**config.mk**
```make
export PLATFORM = sky130hd
export DESIGN_NAME = byte_pattern_scanner_unit_flat
export DESIGN_NICKNAME = d
export VERILOG_FILES = /design/src/rtl/core/bps_pkg.sv /design/src/rtl/core/bps_in_if.sv /design/src/rtl/core/bps_out_if.sv /design/src/rtl/core/bps_cell.sv /design/src/rtl/core/bps_track.sv /design/src/rtl/core/byte_pattern_scanner_unit.sv /design/src/flat_wrapper.sv
export SDC_FILE = /design/constraint.sdc
export NUM_CORES = 2
export LEC_CHECK = 0
export BUFFER_PORTS_ARGS = -buffer_cell sky130_fd_sc_hd__buf_2
export CAP_MARGIN = 20
export CORE_ASPECT_RATIO = 1.4
export CORE_UTILIZATION = 45
export DETAILED_ROUTE_END_ITERATION = 8
export GPL_ROUTABILITY_DRIVEN = 0
export PLACE_DENSITY = 0.59
export SLEW_MARGIN = 5
export SYNTH_ARGS = -nofsm -noshare
export SYNTH_HDL_FRONTEND = slang
export SYNTH_SLANG_ARGS = --single-unit
```
**constraint.sdc**
```tcl
create_clock -name clk -period 15.76 [get_ports clk]
set_input_delay 3.152 -clock clk [delete_from_list [all_inputs] [get_ports clk]]
set_output_delay 3.152 -clock clk [all_outputs]
set_load 0.03 [all_outputs]
```
**src/rtl/core/bps_pkg.sv**
```systemverilog
package bps_pkg;

    // Configuration register indexes
    localparam int REG_INDEX_W = 3;
    localparam int CFG_DATA_W  = 64;

    typedef enum logic [REG_INDEX_W-1:0] {
        REG_PATTERN_LOW  = 3'd0,
        REG_PATTERN_MID  = 3'd1,
        REG_PATTERN_HIGH = 3'd2,
        REG_PATTERN_LEN  = 3'd3,
        REG_DIGIT_MODE   = 3'd4
    } cfg_reg_t;

    // Pattern storage is fixed by the three 64-bit registers
    localparam int PATTERN_SLOTS = 24;
    localparam int SLOT_W        = 5;
    localparam int LEN_W         = 5;
    localparam int NEED_W        = 6;
    localparam int DIGIT_EXTRA   = 2;

    localparam logic [7:0] ASCII_ZERO = 8'h30;
    localparam logic [7:0] ASCII_NINE = 8'h39;

    typedef logic [PATTERN_SLOTS-1:0][7:0] pattern_t;

    // Pattern setup shared by every cell of the chain
    typedef struct packed {
        pattern_t               pattern;
        logic [LEN_W-1:0]       length;
        logic [NEED_W-1:0]      need;
    } match_cfg_t;

    // Control bits handed from the scan stage to the tracker
    typedef struct packed {
        logic hit;
        logic first;
        logic last;
    } scan_ctrl_t;

    function automatic logic is_digit(input logic [7:0] b);
        return (b >= ASCII_ZERO) && (b <= ASCII_NINE);
    endfunction

endpackage

```
**src/rtl/core/bps_in_if.sv**
```systemverilog
interface bps_in_if;
    logic        valid;
    logic        ready;
    logic [7:0]  data_byte;
    logic [63:0] chunk_base;
    logic        first_of_chunk;
    logic        last_of_chunk;

    modport source (output valid, data_byte, chunk_base, first_of_chunk, last_of_chunk,
                    input ready);
    modport sink   (input valid, data_byte, chunk_base, first_of_chunk, last_of_chunk,
                    output ready);
endinterface

```
**src/rtl/core/bps_out_if.sv**
```systemverilog
interface bps_out_if;
    logic        valid;
    logic        ready;
    logic        found;
    logic [63:0] match_offset;

    modport source (output valid, found, match_offset, input ready);
    modport sink   (input valid, found, match_offset, output ready);
endinterface

```
**src/rtl/core/bps_cell.sv**
```systemverilog
module bps_cell #(
    parameter int POS = 0
) (
    input  logic                clk,
    input  logic                rst_n,
    input  logic                advance,
    input  logic                clear,
    input  logic                flush,
    input  logic [7:0]          byte_in,
    input  bps_pkg::match_cfg_t cfg,
    output logic [7:0]          feed_out,
    output logic                ok
);
    import bps_pkg::*;

    localparam logic [NEED_W-1:0] POS_N = NEED_W'(POS);

    logic [7:0]        byte_reg;
    logic [7:0]        byte_next;
    logic [NEED_W-1:0] k;

    // Byte handed to the neighbor: zero when a new chunk starts
    assign feed_out = clear ? 8'd0 : byte_reg;

    // Pattern slot this window position lines up with
    assign k = cfg.need - POS_N - NEED_W'(1);

    always_comb
    begin
        if (POS_N >= cfg.need)
        begin
            ok = 1'b1;
        end
        else if (k < NEED_W'(cfg.length))
        begin
            ok = (k < NEED_W'(PATTERN_SLOTS)) &&
                 (byte_in == cfg.pattern[k[SLOT_W-1:0]]);
        end
        else
        begin
            ok = is_digit(byte_in);
        end
    end

    assign byte_next = flush ? 8'd0 : byte_in;

    always_ff @(posedge clk or negedge rst_n)
    begin
        if (!rst_n)
        begin
            byte_reg <= 8'd0;
        end
        else if (advance)
        begin
            byte_reg <= byte_next;
        end
    end

endmodule

```
**src/rtl/core/bps_track.sv**
```systemverilog
module bps_track #(
    parameter int INDEX_BITS = 32
) (
    input  logic                  clk,
    input  logic                  rst_n,
    input  logic                  scan_valid,
    input  bps_pkg::scan_ctrl_t   scan_ctrl,
    input  logic [INDEX_BITS-1:0] scan_start,
    input  logic [63:0]           scan_base,
    output logic                  take,
    bps_out_if.source             result
);
    import bps_pkg::*;

    logic                  valid_reg;
    logic                  found_reg;
    logic [63:0]           offset_reg;
    logic                  seen_reg;
    logic                  seen_next;
    logic [INDEX_BITS-1:0] start_reg;
    logic [INDEX_BITS-1:0] start_next;
    logic                  seen_eff;
    logic                  found_now;
    logic [INDEX_BITS-1:0] start_sel;

    // A non-final word never needs the output slot
    assign take = scan_valid &&
                  (!scan_ctrl.last || !valid_reg || result.ready);

    // First match of the chunk wins
    assign seen_eff   = scan_ctrl.first ? 1'b0 : seen_reg;
    assign found_now  = seen_eff || scan_ctrl.hit;
    assign start_sel  = seen_eff ? start_reg : scan_start;
    assign seen_next  = scan_ctrl.last ? 1'b0 : found_now;
    assign start_next = (!seen_eff && scan_ctrl.hit) ? scan_start : start_reg;

    always_ff @(posedge clk or negedge rst_n)
    begin
        if (!rst_n)
        begin
            seen_reg  <= 1'b0;
            valid_reg <= 1'b0;
        end
        else
        begin
            if (take)
            begin
                seen_reg <= seen_next;
            end
            if (take && scan_ctrl.last)
            begin
                valid_reg <= 1'b1;
            end
            else if (result.ready)
            begin
                valid_reg <= 1'b0;
            end
        end
    end

    // Payload: start index and the result word
    always_ff @(posedge clk)
    begin
        if (take)
        begin
            start_reg <= start_next;
        end
        if (take && scan_ctrl.last)
        begin
            found_reg  <= found_now;
            offset_reg <= found_now ? (scan_base + 64'(start_sel)) : 64'd0;
        end
    end

    assign result.valid        = valid_reg;
    assign result.found        = found_reg;
    assign result.match_offset = offset_reg;

endmodule

```
**src/rtl/core/byte_pattern_scanner_unit.sv**
```systemverilog
// Channel      Dir  Fields                                              Handshake
// byte_stream  in   data_byte, chunk_base, first_of_chunk, last_of_chunk valid/ready
// result       out  found, match_offset                                 valid/ready
// cfg          in   cfg_write_en, cfg_index, cfg_data                   write strobe
//
// One byte is accepted per cycle while the scan stage is not stalled; a result is registered
// in the scan stage and then in the result register. The cell chain compares the whole window each cycle.
// Reset clears the window, byte count, match tracking and configuration at once.
// A held result stalls the next last byte in the scan stage and every word behind it;
// bytes ahead of that last byte keep flowing.
module byte_pattern_scanner_unit #(
    parameter int MAX_PATTERN_BYTES = 24,
    parameter int INDEX_BITS        = 32
) (
    input  logic                               clk,
    input  logic                               rst_n,
    bps_in_if.sink                             byte_stream,
    bps_out_if.source                          result,
    input  logic                               cfg_write_en,
    input  logic [bps_pkg::REG_INDEX_W-1:0]    cfg_index,
    input  logic [bps_pkg::CFG_DATA_W-1:0]     cfg_data
);
    import bps_pkg::*;

    localparam int WINDOW_DEPTH = MAX_PATTERN_BYTES + DIGIT_EXTRA;

    // Configuration registers
    logic [63:0]      pat_low_reg;
    logic [63:0]      pat_mid_reg;
    logic [63:0]      pat_high_reg;
    logic [LEN_W-1:0] pat_len_reg;
    logic             digit_mode_reg;
    match_cfg_t       mcfg;

    always_ff @(posedge clk or negedge rst_n)
    begin
        if (!rst_n)
        begin
            pat_low_reg    <= 64'd0;
            pat_mid_reg    <= 64'd0;
            pat_high_reg   <= 64'd0;
            pat_len_reg    <= '0;
            digit_mode_reg <= 1'b0;
        end
        else if (cfg_write_en)
        begin
            unique case (cfg_index)
                REG_PATTERN_LOW:  pat_low_reg    <= cfg_data;
                REG_PATTERN_MID:  pat_mid_reg    <= cfg_data;
                REG_PATTERN_HIGH: pat_high_reg   <= cfg_data;
                REG_PATTERN_LEN:  pat_len_reg    <= cfg_data[LEN_W-1:0];
                REG_DIGIT_MODE:   digit_mode_reg <= cfg_data[0];
                default: ;
            endcase
        end
    end

    assign mcfg.pattern = {pat_high_reg, pat_mid_reg, pat_low_reg};
    assign mcfg.length  = pat_len_reg;
    assign mcfg.need    = NEED_W'(pat_len_reg) +
                          (digit_mode_reg ? NEED_W'(DIGIT_EXTRA) : NEED_W'(0));

    // Handshake between input and scan stage
    logic       accept;
    logic       take;
    logic       scan_valid_reg;
    logic       first_in;
    logic       last_in;

    assign first_in          = byte_stream.first_of_chunk;
    assign last_in           = byte_stream.last_of_chunk;
    assign byte_stream.ready = !scan_valid_reg || take;
    assign accept            = byte_stream.valid && byte_stream.ready;

    // Cell chain: each cell holds one window byte and passes it on
    logic [7:0]             chain [WINDOW_DEPTH];
    logic [WINDOW_DEPTH-1:0] cell_ok;

    assign chain[0] = byte_stream.data_byte;

    for (genvar j = 0; j < WINDOW_DEPTH; j++)
    begin : g_cell
        if (j < WINDOW_DEPTH - 1)
        begin : g_mid
            bps_cell #(.POS(j)) u_cell (
                .clk      (clk),
                .rst_n    (rst_n),
                .advance  (accept),
                .clear    (first_in),
                .flush    (last_in),
                .byte_in  (chain[j]),
                .cfg      (mcfg),
                .feed_out (chain[j+1]),
                .ok       (cell_ok[j])
            );
        end
        else
        begin : g_end
            bps_cell #(.POS(j)) u_cell (
                .clk      (clk),
                .rst_n    (rst_n),
                .advance  (accept),
                .clear    (first_in),
                .flush    (last_in),
                .byte_in  (chain[j]),
                .cfg      (mcfg),
                .feed_out (),
                .ok       (cell_ok[j])
            );
        end
    end

    // Saturating byte count of the current chunk
    logic [INDEX_BITS-1:0] count_reg;
    logic [INDEX_BITS-1:0] count_eff;
    logic [INDEX_BITS-1:0] count_next;
    logic                  hit;

    assign count_eff  = first_in ? '0 : count_reg;
    assign count_next = (&count_eff) ? count_eff : count_eff + 1'b1;

    assign hit = (&cell_ok) && (pat_len_reg != '0) &&
                 (pat_len_reg <= LEN_W'(MAX_PATTERN_BYTES)) &&
                 (count_next >= INDEX_BITS'(mcfg.need));

    // Chunk base and scan stage registers
    logic [63:0]           base_reg;
    logic [63:0]           base_eff;
    scan_ctrl_t            scan_ctrl_reg;
    logic [INDEX_BITS-1:0] scan_start_reg;
    logic [63:0]           scan_base_reg;

    assign base_eff = first_in ? byte_stream.chunk_base : base_reg;

    always_ff @(posedge clk or negedge rst_n)
    begin
        if (!rst_n)
        begin
            count_reg      <= '0;
            base_reg       <= 64'd0;
            scan_valid_reg <= 1'b0;
        end
        else
        begin
            if (accept)
            begin
                count_reg      <= last_in ? '0 : count_next;
                base_reg       <= base_eff;
                scan_valid_reg <= 1'b1;
            end
            else if (take)
            begin
                scan_valid_reg <= 1'b0;
            end
        end
    end

    always_ff @(posedge clk)
    begin
        if (accept)
        begin
            scan_ctrl_reg.hit   <= hit;
            scan_ctrl_reg.first <= first_in;
            scan_ctrl_reg.last  <= last_in;
            scan_start_reg      <= count_next - INDEX_BITS'(mcfg.need);
            scan_base_reg       <= base_eff;
        end
    end

    // Match tracking and result register
    bps_track #(.INDEX_BITS(INDEX_BITS)) u_track (
        .clk        (clk),
        .rst_n      (rst_n),
        .scan_valid (scan_valid_reg),
        .scan_ctrl  (scan_ctrl_reg),
        .scan_start (scan_start_reg),
        .scan_base  (scan_base_reg),
        .take       (take),
        .result     (result)
    );

endmodule

```
**src/flat_wrapper.sv**
```systemverilog
// flat-port wrapper written by rule: the top's interface ports become plain ports
module byte_pattern_scanner_unit_flat import bps_pkg::*;
#(
    parameter int MAX_PATTERN_BYTES = 24,
    parameter int INDEX_BITS        = 32
)
  (clk, rst_n, cfg_write_en, cfg_index, cfg_data, byte_stream_valid, byte_stream_data_byte, byte_stream_chunk_base, byte_stream_first_of_chunk, byte_stream_last_of_chunk, byte_stream_ready, result_valid, result_found, result_match_offset, result_ready);
  bps_in_if byte_stream_i ();
  bps_out_if result_i ();
  input  logic clk;
  input  logic rst_n;
  input  logic cfg_write_en;
  input  logic [bps_pkg::REG_INDEX_W-1:0] cfg_index;
  input  logic [bps_pkg::CFG_DATA_W-1:0] cfg_data;
  input wire logic [$bits(byte_stream_i.valid)-1:0] byte_stream_valid;
  input wire logic [$bits(byte_stream_i.data_byte)-1:0] byte_stream_data_byte;
  input wire logic [$bits(byte_stream_i.chunk_base)-1:0] byte_stream_chunk_base;
  input wire logic [$bits(byte_stream_i.first_of_chunk)-1:0] byte_stream_first_of_chunk;
  input wire logic [$bits(byte_stream_i.last_of_chunk)-1:0] byte_stream_last_of_chunk;
  output wire logic [$bits(byte_stream_i.ready)-1:0] byte_stream_ready;
  output wire logic [$bits(result_i.valid)-1:0] result_valid;
  output wire logic [$bits(result_i.found)-1:0] result_found;
  output wire logic [$bits(result_i.match_offset)-1:0] result_match_offset;
  input wire logic [$bits(result_i.ready)-1:0] result_ready;
  assign byte_stream_i.valid = byte_stream_valid;
  assign byte_stream_i.data_byte = byte_stream_data_byte;
  assign byte_stream_i.chunk_base = byte_stream_chunk_base;
  assign byte_stream_i.first_of_chunk = byte_stream_first_of_chunk;
  assign byte_stream_i.last_of_chunk = byte_stream_last_of_chunk;
  assign byte_stream_ready = byte_stream_i.ready;
  assign result_valid = result_i.valid;
  assign result_found = result_i.found;
  assign result_match_offset = result_i.match_offset;
  assign result_i.ready = result_ready;
  byte_pattern_scanner_unit #(.MAX_PATTERN_BYTES(MAX_PATTERN_BYTES), .INDEX_BITS(INDEX_BITS)) u_core (.clk(clk), .rst_n(rst_n), .byte_stream(byte_stream_i), .result(result_i), .cfg_write_en(cfg_write_en), .cfg_index(cfg_index), .cfg_data(cfg_data));
endmodule
```
Yosys cells after proc, flatten, opt, wreduce, memory -nomap -nowiden

Cells that the tools add are included.

Register bits: 693
Output and inout port bits: 67

Reductions and logical operators: 79
Mux-type cells: 166
Equal/unequal tests: 30
$lt $le $gt $ge: 158
$add $sub $neg: 54

Operator list:

| cell                                                                         | number |
|---|---|
| 8-bit binary-select mux with 5-bit select                                    | 26 |
| 8-bit 2-to-1 mux                                                             | 76 |
| 8-bit == test                                                                | 26 |
| 8-bit by 6-bit >= comparator with 1-bit output, second input constant        | 26 |
| 8-bit by 6-bit <= comparator with 1-bit output, second input constant        | 26 |
| 5-bit by 6-bit less-than comparator with 1-bit output, second input constant | 26 |
| 6-bit by 5-bit less-than comparator with 1-bit output                        | 26 |
| 6-bit by 5-bit less-than comparator with 1-bit output, second input constant | 26 |
| 6-bit by 1-bit subtractor with 6-bit output, second input constant           | 26 |
| 32-bit 2-to-1 mux                                                            | 4 |
| 64-bit by 32-bit adder with 64-bit output                                    | 1 |
| 64-bit 2-to-1 mux                                                            | 1 |
| 5-bit by 6-bit >= comparator with 1-bit output, first input constant         | 10 |
| 6-bit by 5-bit subtractor with 6-bit output, second input constant           | 10 |
| 1-bit logical AND                                                            | 59 |
| 1-bit 2-to-1 mux                                                             | 58 |
| 4-bit by 6-bit >= comparator with 1-bit output, first input constant         | 8 |
| 6-bit by 4-bit subtractor with 6-bit output, second input constant           | 8 |
| 32-bit by 1-bit adder with 32-bit output, second input constant              | 1 |
| 32-bit by 6-bit >= comparator with 1-bit output                              | 1 |
| 32-bit AND reduction                                                         | 1 |
| 32-bit by 6-bit subtractor with 32-bit output                                | 1 |
| 26-bit AND reduction                                                         | 1 |
| 3-bit by 6-bit >= comparator with 1-bit output, first input constant         | 4 |
| 16 further kinds                                                             | 35 |

Logic depth before layout (Yosys ltp)

Depth after elaboration: 14
Gate-level depth with buffers: 28
Gate-level depth less buffers: 19

Modules after synthesis

From an unflattened synthesis, not the netlist that was laid out.

Cell total of the unflattened synthesis: 7721
Area total of the unflattened synthesis: 84772.6 sq um

By module, submodules not included:

| module                                         | instances | area each (sq um) | cells each |
|---|---|---|---|
| byte_pattern_scanner_unit                      | 1         | 16781.1           | 1153 |
| bps_track                                      | 1         | 6093.3            | 567 |
| bps_cell at u_core.g_cell[10].g_mid.u_cell ... | 2         | 2404.8            | 228 |
| bps_cell at u_core.g_cell[21].g_mid.u_cell     | 1         | 2582.5            | 250 |
| bps_cell at u_core.g_cell[1].g_mid.u_cell      | 1         | 2549.9            | 276 |
| bps_cell at u_core.g_cell[5].g_mid.u_cell      | 1         | 2522.4            | 226 |
| bps_cell at u_core.g_cell[25].g_end.u_cell     | 1         | 2497.4            | 243 |
| bps_cell at u_core.g_cell[24].g_mid.u_cell     | 1         | 2442.3            | 274 |
| bps_cell at u_core.g_cell[13].g_mid.u_cell     | 1         | 2432.3            | 232 |
| bps_cell at u_core.g_cell[22].g_mid.u_cell     | 1         | 2429.8            | 249 |
| bps_cell at u_core.g_cell[14].g_mid.u_cell     | 1         | 2422.3            | 234 |
| bps_cell at u_core.g_cell[18].g_mid.u_cell     | 1         | 2409.8            | 214 |
| bps_cell at u_core.g_cell[9].g_mid.u_cell      | 1         | 2404.8            | 226 |
| bps_cell at u_core.g_cell[2].g_mid.u_cell      | 1         | 2398.6            | 238 |
| 13 more rows                                   | n/a       | n/a               | n/a |

Least setup slack after synthesis

Ideal clock, no wire load.

Path type: input to register
Start point: input port byte_stream_first_of_chunk
End point: register u_core.scan_start_reg[29] (data pin)
Stages: 26
Setup slack: 6.532 ns
Arrival: 8.959 ns
Required time: 15.490 ns
Cell sequence: buf_2 -> buf_2 -> clkbuf_1 -> buf_2 -> buf_1 -> clkbuf_1 -> clkbuf_1 -> buf_1 -> nor2b_1 -> ha_1 -> nand3_1 -> or4_4 -> nor4_4 -> buf_4 -> mux2i_1 -> inv_1 -> ha_1 -> a21oi_1 -> maj3_1 -> a221oi_1 -> o31a_1 -> or3_1 -> nand4bb_1 -> or3_1 -> nor3_1 -> xor2_1

Longest elaborated chain between the ends: 4
Elaborated cells between the ends (all ways): 5
Those cells by class: add/sub: 2; mux: 2; reduce/logical: 1

Ends and longest elaborated chain:

| what                                                                             | line                             | source |
|---|---|---|
| start, declared                                                                  | flat_wrapper.sv:18               | `input wire logic [$bits(byte_stream_i.first_of_chunk)-1:0] byte_stream_first_of_chunk;` |
| 32-bit 2-to-1 mux (*)                                                            | byte_pattern_scanner_unit.sv:119 | `assign count_eff = first_in ? '0 : count_reg;` |
| 32-bit by 1-bit adder with 32-bit output or 32-bit AND reduction (tied branches) | byte_pattern_scanner_unit.sv:120 | `assign count_next = (&count_eff) ? count_eff : count_eff + 1'b1;` |
| 32-bit 2-to-1 mux (*)                                                            | byte_pattern_scanner_unit.sv:120 |  |
| 32-bit by 6-bit subtractor with 32-bit output (*)                                | byte_pattern_scanner_unit.sv:165 | `scan_start_reg <= count_next - INDEX_BITS'(mcfg.need);` |
| end signal, assigned                                                             | byte_pattern_scanner_unit.sv:165 |  |
| end, declared                                                                    | byte_pattern_scanner_unit.sv:130 | `logic [INDEX_BITS-1:0] scan_start_reg;` |

Every way passes the cells marked *; elsewhere a longest branch is shown, timed or not.
A chain may end at the register's enable or synchronous reset.

Worst setup path after layout

Ends and elaborated chain as after synthesis.

==> metrics.md <==
| Metric | Value |
|---|---|
| Status | `finished with violations` |
| Violated checks | `DRC` |
| Vias/cell | `6.98` |
| Min cycle time layout | `8.66 ns` |
| Post-CTS setup buffers | `0` |
| Resized Gates After CTS | `0` |
| Fmax | `0.116 GHz` |
| Antenna-violating nets left | `0` |
| Syn_area_per_cell | `9.95 um2` |
| Max-slew headroom | `0.142` |
| Rows | `151` |
| Tightest Pin Transition | `1.29 ns` |
| Drt drc | `6` |
| Most frequent cells in the layout | `nand2_1, dfrtp_1, mux2_2` |
| I/O pin cnt | `213` |
| Commonest non-fill, non-tap cell in the layout | `nand2_1` |
| Sequential area share after synthesis | `0.334` |
| Maxcap violations | `0` |
| CP max stage delay | `0.66 ns` |
| Clock Latency Late Sink | `0.73 ns` |
| Worst endpoint required time | `16.20 ns` |
| Setup Total Neg Slack | `0 ns` |
| Clock buffer depth | `3` |
| Clock Tree Root | `clkbuf_16` |
| Final wirelength | `236 mm` |
| Pwr Density | `219 nW/um2` |
| Leading register cell type out of synthesis | `dfrtp_1` |
| Worst slack, placed | `6.41 ns` |
| CTS HTree Levels | `3` |
| GRT Total Usage | `0.378` |
| Top-area cell type share of the netlist area | `0.227` |
| Share of layout cells above drive strength 1 | `0.223` |
| Die Span X | `297 um` |
| Synth warn | `0` |
| Final Non-Filler Cells | `7197` |
| Net count, final | `5771` |
| CTS Hold Bufs | `0` |
| Max VDD drop | `157 uV` |
| Clock-pin slew on the worst setup and hold paths | `0.07 ns` |
| Hold Path Class | `reg -> reg` |
| Vias | `50300` |
| Slowest cell on crit path | `nor4_4` |
| Initial Utilization | `0.453` |
| Placed Area | `57000 um2` |
| Area Growth Syn to Fin | `9.07%` |
| Final Setup Violations | `0` |
| Initial antenna violation count | `31` |
| Dpl cells | `7042` |
| WL/cell | `32.8 um` |
| Slew Limit Fails | `0` |
| CP Class | `in -> reg` |
| EDFF count, synth | `196` |
| PnR worst setup slack | `7.10 ns` |
| CTS Buf Count | `75` |
| Synth top area cells | `dfrtp_1, mux4_2, edfxtp_1, mux2_2, nand2_1` |
| Worst EP arrival | `9.10 ns` |
| Final hold violation count | `0` |
| Post-DP HPWL | `169 mm` |
| Syn Nets | `5761` |
| Largest net degree at the start of global routing | `172` |
| Fin area | `59700 um2` |
| Mapped Cells | `5508` |
| CTS tree | `done` |
| Die boundary height | `415 um` |
| CP cell instances | `buf_8 -> buf_4 -> nor2b_1 -> ha_1 -> nand3_1 -> or4_4 -> nor4_4 -> mux2i_1 -> inv_1 -> ha_1 -> a21oi_1 -> maj3_1 -> a221oi_1 -> o31a_1 -> or3_1 -> nand4bb_1 -> or3_1 -> nor3_1 -> xor2_1` |
| Tot Pwr | `13.1 mW` |
| RSZ-0062 raised after global routing | `no` |
| PortBufs | `212` |
| Sink Count | `693` |
| First-pass GRT wire length | `338 mm` |
| Core area | `121000 um2` |
| Synthesized cell area | `54800 um2` |
| Critical Path Fanout Max | `85` |
| Total global routing overflow | `0` |
| Period utilisation layout | `0.549` |
| Post-synth cell types | `113` |
| Endpoint class of the critical path | `register` |
| Vias in the first global route | `46300` |
| Die area | `123000 um2` |
| Register-to-register setup slack | `7.60 ns` |
| Async S/R FF share, synth | `0.717` |
| Setup crit start kind | `input port` |
| TritonRoute pass-1 iters | `9` |
| Largest register FFs | `200` |
| Yosys reg bits | `693` |
| Leakage | `23.5 nW` |
| Layout Skew | `0.0619 ns` |
| DRT iter0 DRCs | `7524` |
| Cell taking the most area after synthesis | `dfrtp_1` |
## worst max-delay path: cells and delay by family
| family | cells | cell delay (ns) |
|---|---|---|
| and+or+nand+nor | 8 | 3.15 |
| adders and majority gates | 3 | 0.80 |
| buffers and inverters | 3 | 0.72 |
| AOI/OAI and AO/OA | 3 | 0.68 |
| muxes | 1 | 0.43 |
| xor gates and xnor gates | 1 | 0.11 |
## synthesized netlist by cell type, types with 32 or more instances
library cell,instances
edfxtp_1,196
ha_1,105
o22ai_1,58
nor4_1,42
and3_1,39
mux4_2,285
mux2i_1,215
nand2b_1,34
o21ai_0,238
buf_2,74
xnor2_1,142
a21oi_1,229
nand4_1,54
o211ai_1,57
xor2_1,83
nor3_1,129
a21o_1,41
nor2_1,297
a31oi_1,48
a211oi_1,53
buf_1,43
nand2_1,677
dfrtp_1,497
o31ai_1,58
nand3_1,298
clkbuf_1,224
mux2_2,419
nor2b_1,81
inv_1,106
a2111oi_0,32
## cell type report
cell class                      instances  area (um2)
Antenna cell                           14        35.0
Inverter                              118         454
Tap cell                             1606        2010
Fill cell                           11200       61200
Sequential cell                       693       18300
Multi-Input combinational cell       4306       34300
Clock buffer                           95        2070
Clock inverter                         41         602
Timing Repair Buffer                  324        1960
## path summary, 6_finish.rpt
path                                                           from                                      to  cells after the start
worst max-delay path                     byte_stream_first_of_chunk     u_core.scan_start_reg[29]$_DFFE_PP_                     19
worst min-delay path            u_core.scan_start_reg[11]$_DFFE_PP_  u_core.u_track.start_reg[11]$_DFFE_PP_                      0
max in group asynchronous                                     rst_n       u_core.pat_low_reg[6]$_DFFE_PN0P_                      4
worst min register to register  u_core.scan_start_reg[11]$_DFFE_PP_  u_core.u_track.start_reg[11]$_DFFE_PP_                      0
worst max register to register    u_core.pat_len_reg[1]$_DFFE_PN0P_       u_core.scan_ctrl_reg[2]$_DFFE_PP_                     18
min in group asynchronous                                     rst_n      u_core.pat_mid_reg[12]$_DFFE_PN0P_                      1
## through the flow
| step | hold slack, ns | util |
|---|---|---|
| final | 0.429 | 0.494 |
| after global routing | 0.460 | 0.494 |
| after CTS | 0.435 | 0.493 |
| after detailed placement | 0.434 | 0.471 |
| after global placement | 0.434 | 0.471 |
| after floorplan | 0.422 | - |
## power by group
| group | total (mW) | internal, mW | switching (mW) |
|---|---|---|---|
| clock | 1.96 | 1.14 | 0.818 |
| sequential | 2.39 | 2.09 | 0.295 |
| combinational | 8.76 | 3.05 | 5.71 |
## logic make-up (layout without fill, tap and decap cells)
family / count (synthesis) / in the layout / share of synthesized area
adders and majority gates: 112 / 112 / 0.0256
other: 0 / 14 / 0
and+or+nand+nor: 1856 / 1856 / 0.164
AOI/OAI and AO/OA: 1173 / 1173 / 0.146
xor gates and xnor gates: 234 / 234 / 0.0394
DFF: 693 / 693 / 0.334
buffers and inverters: 509 / 578 / 0.0432
muxes: 931 / 931 / 0.247
## per-layer routing
layer	global-route usage	routed length (um)	up-vias
met5	0	213	-
li1	-	-	21100
met4	0.372	29600	30
met1	0.416	77900	24500
met3	0.145	29100	1140
met2	0.551	99200	3531
No activity file was read; power rests on OpenSTA's default activity.
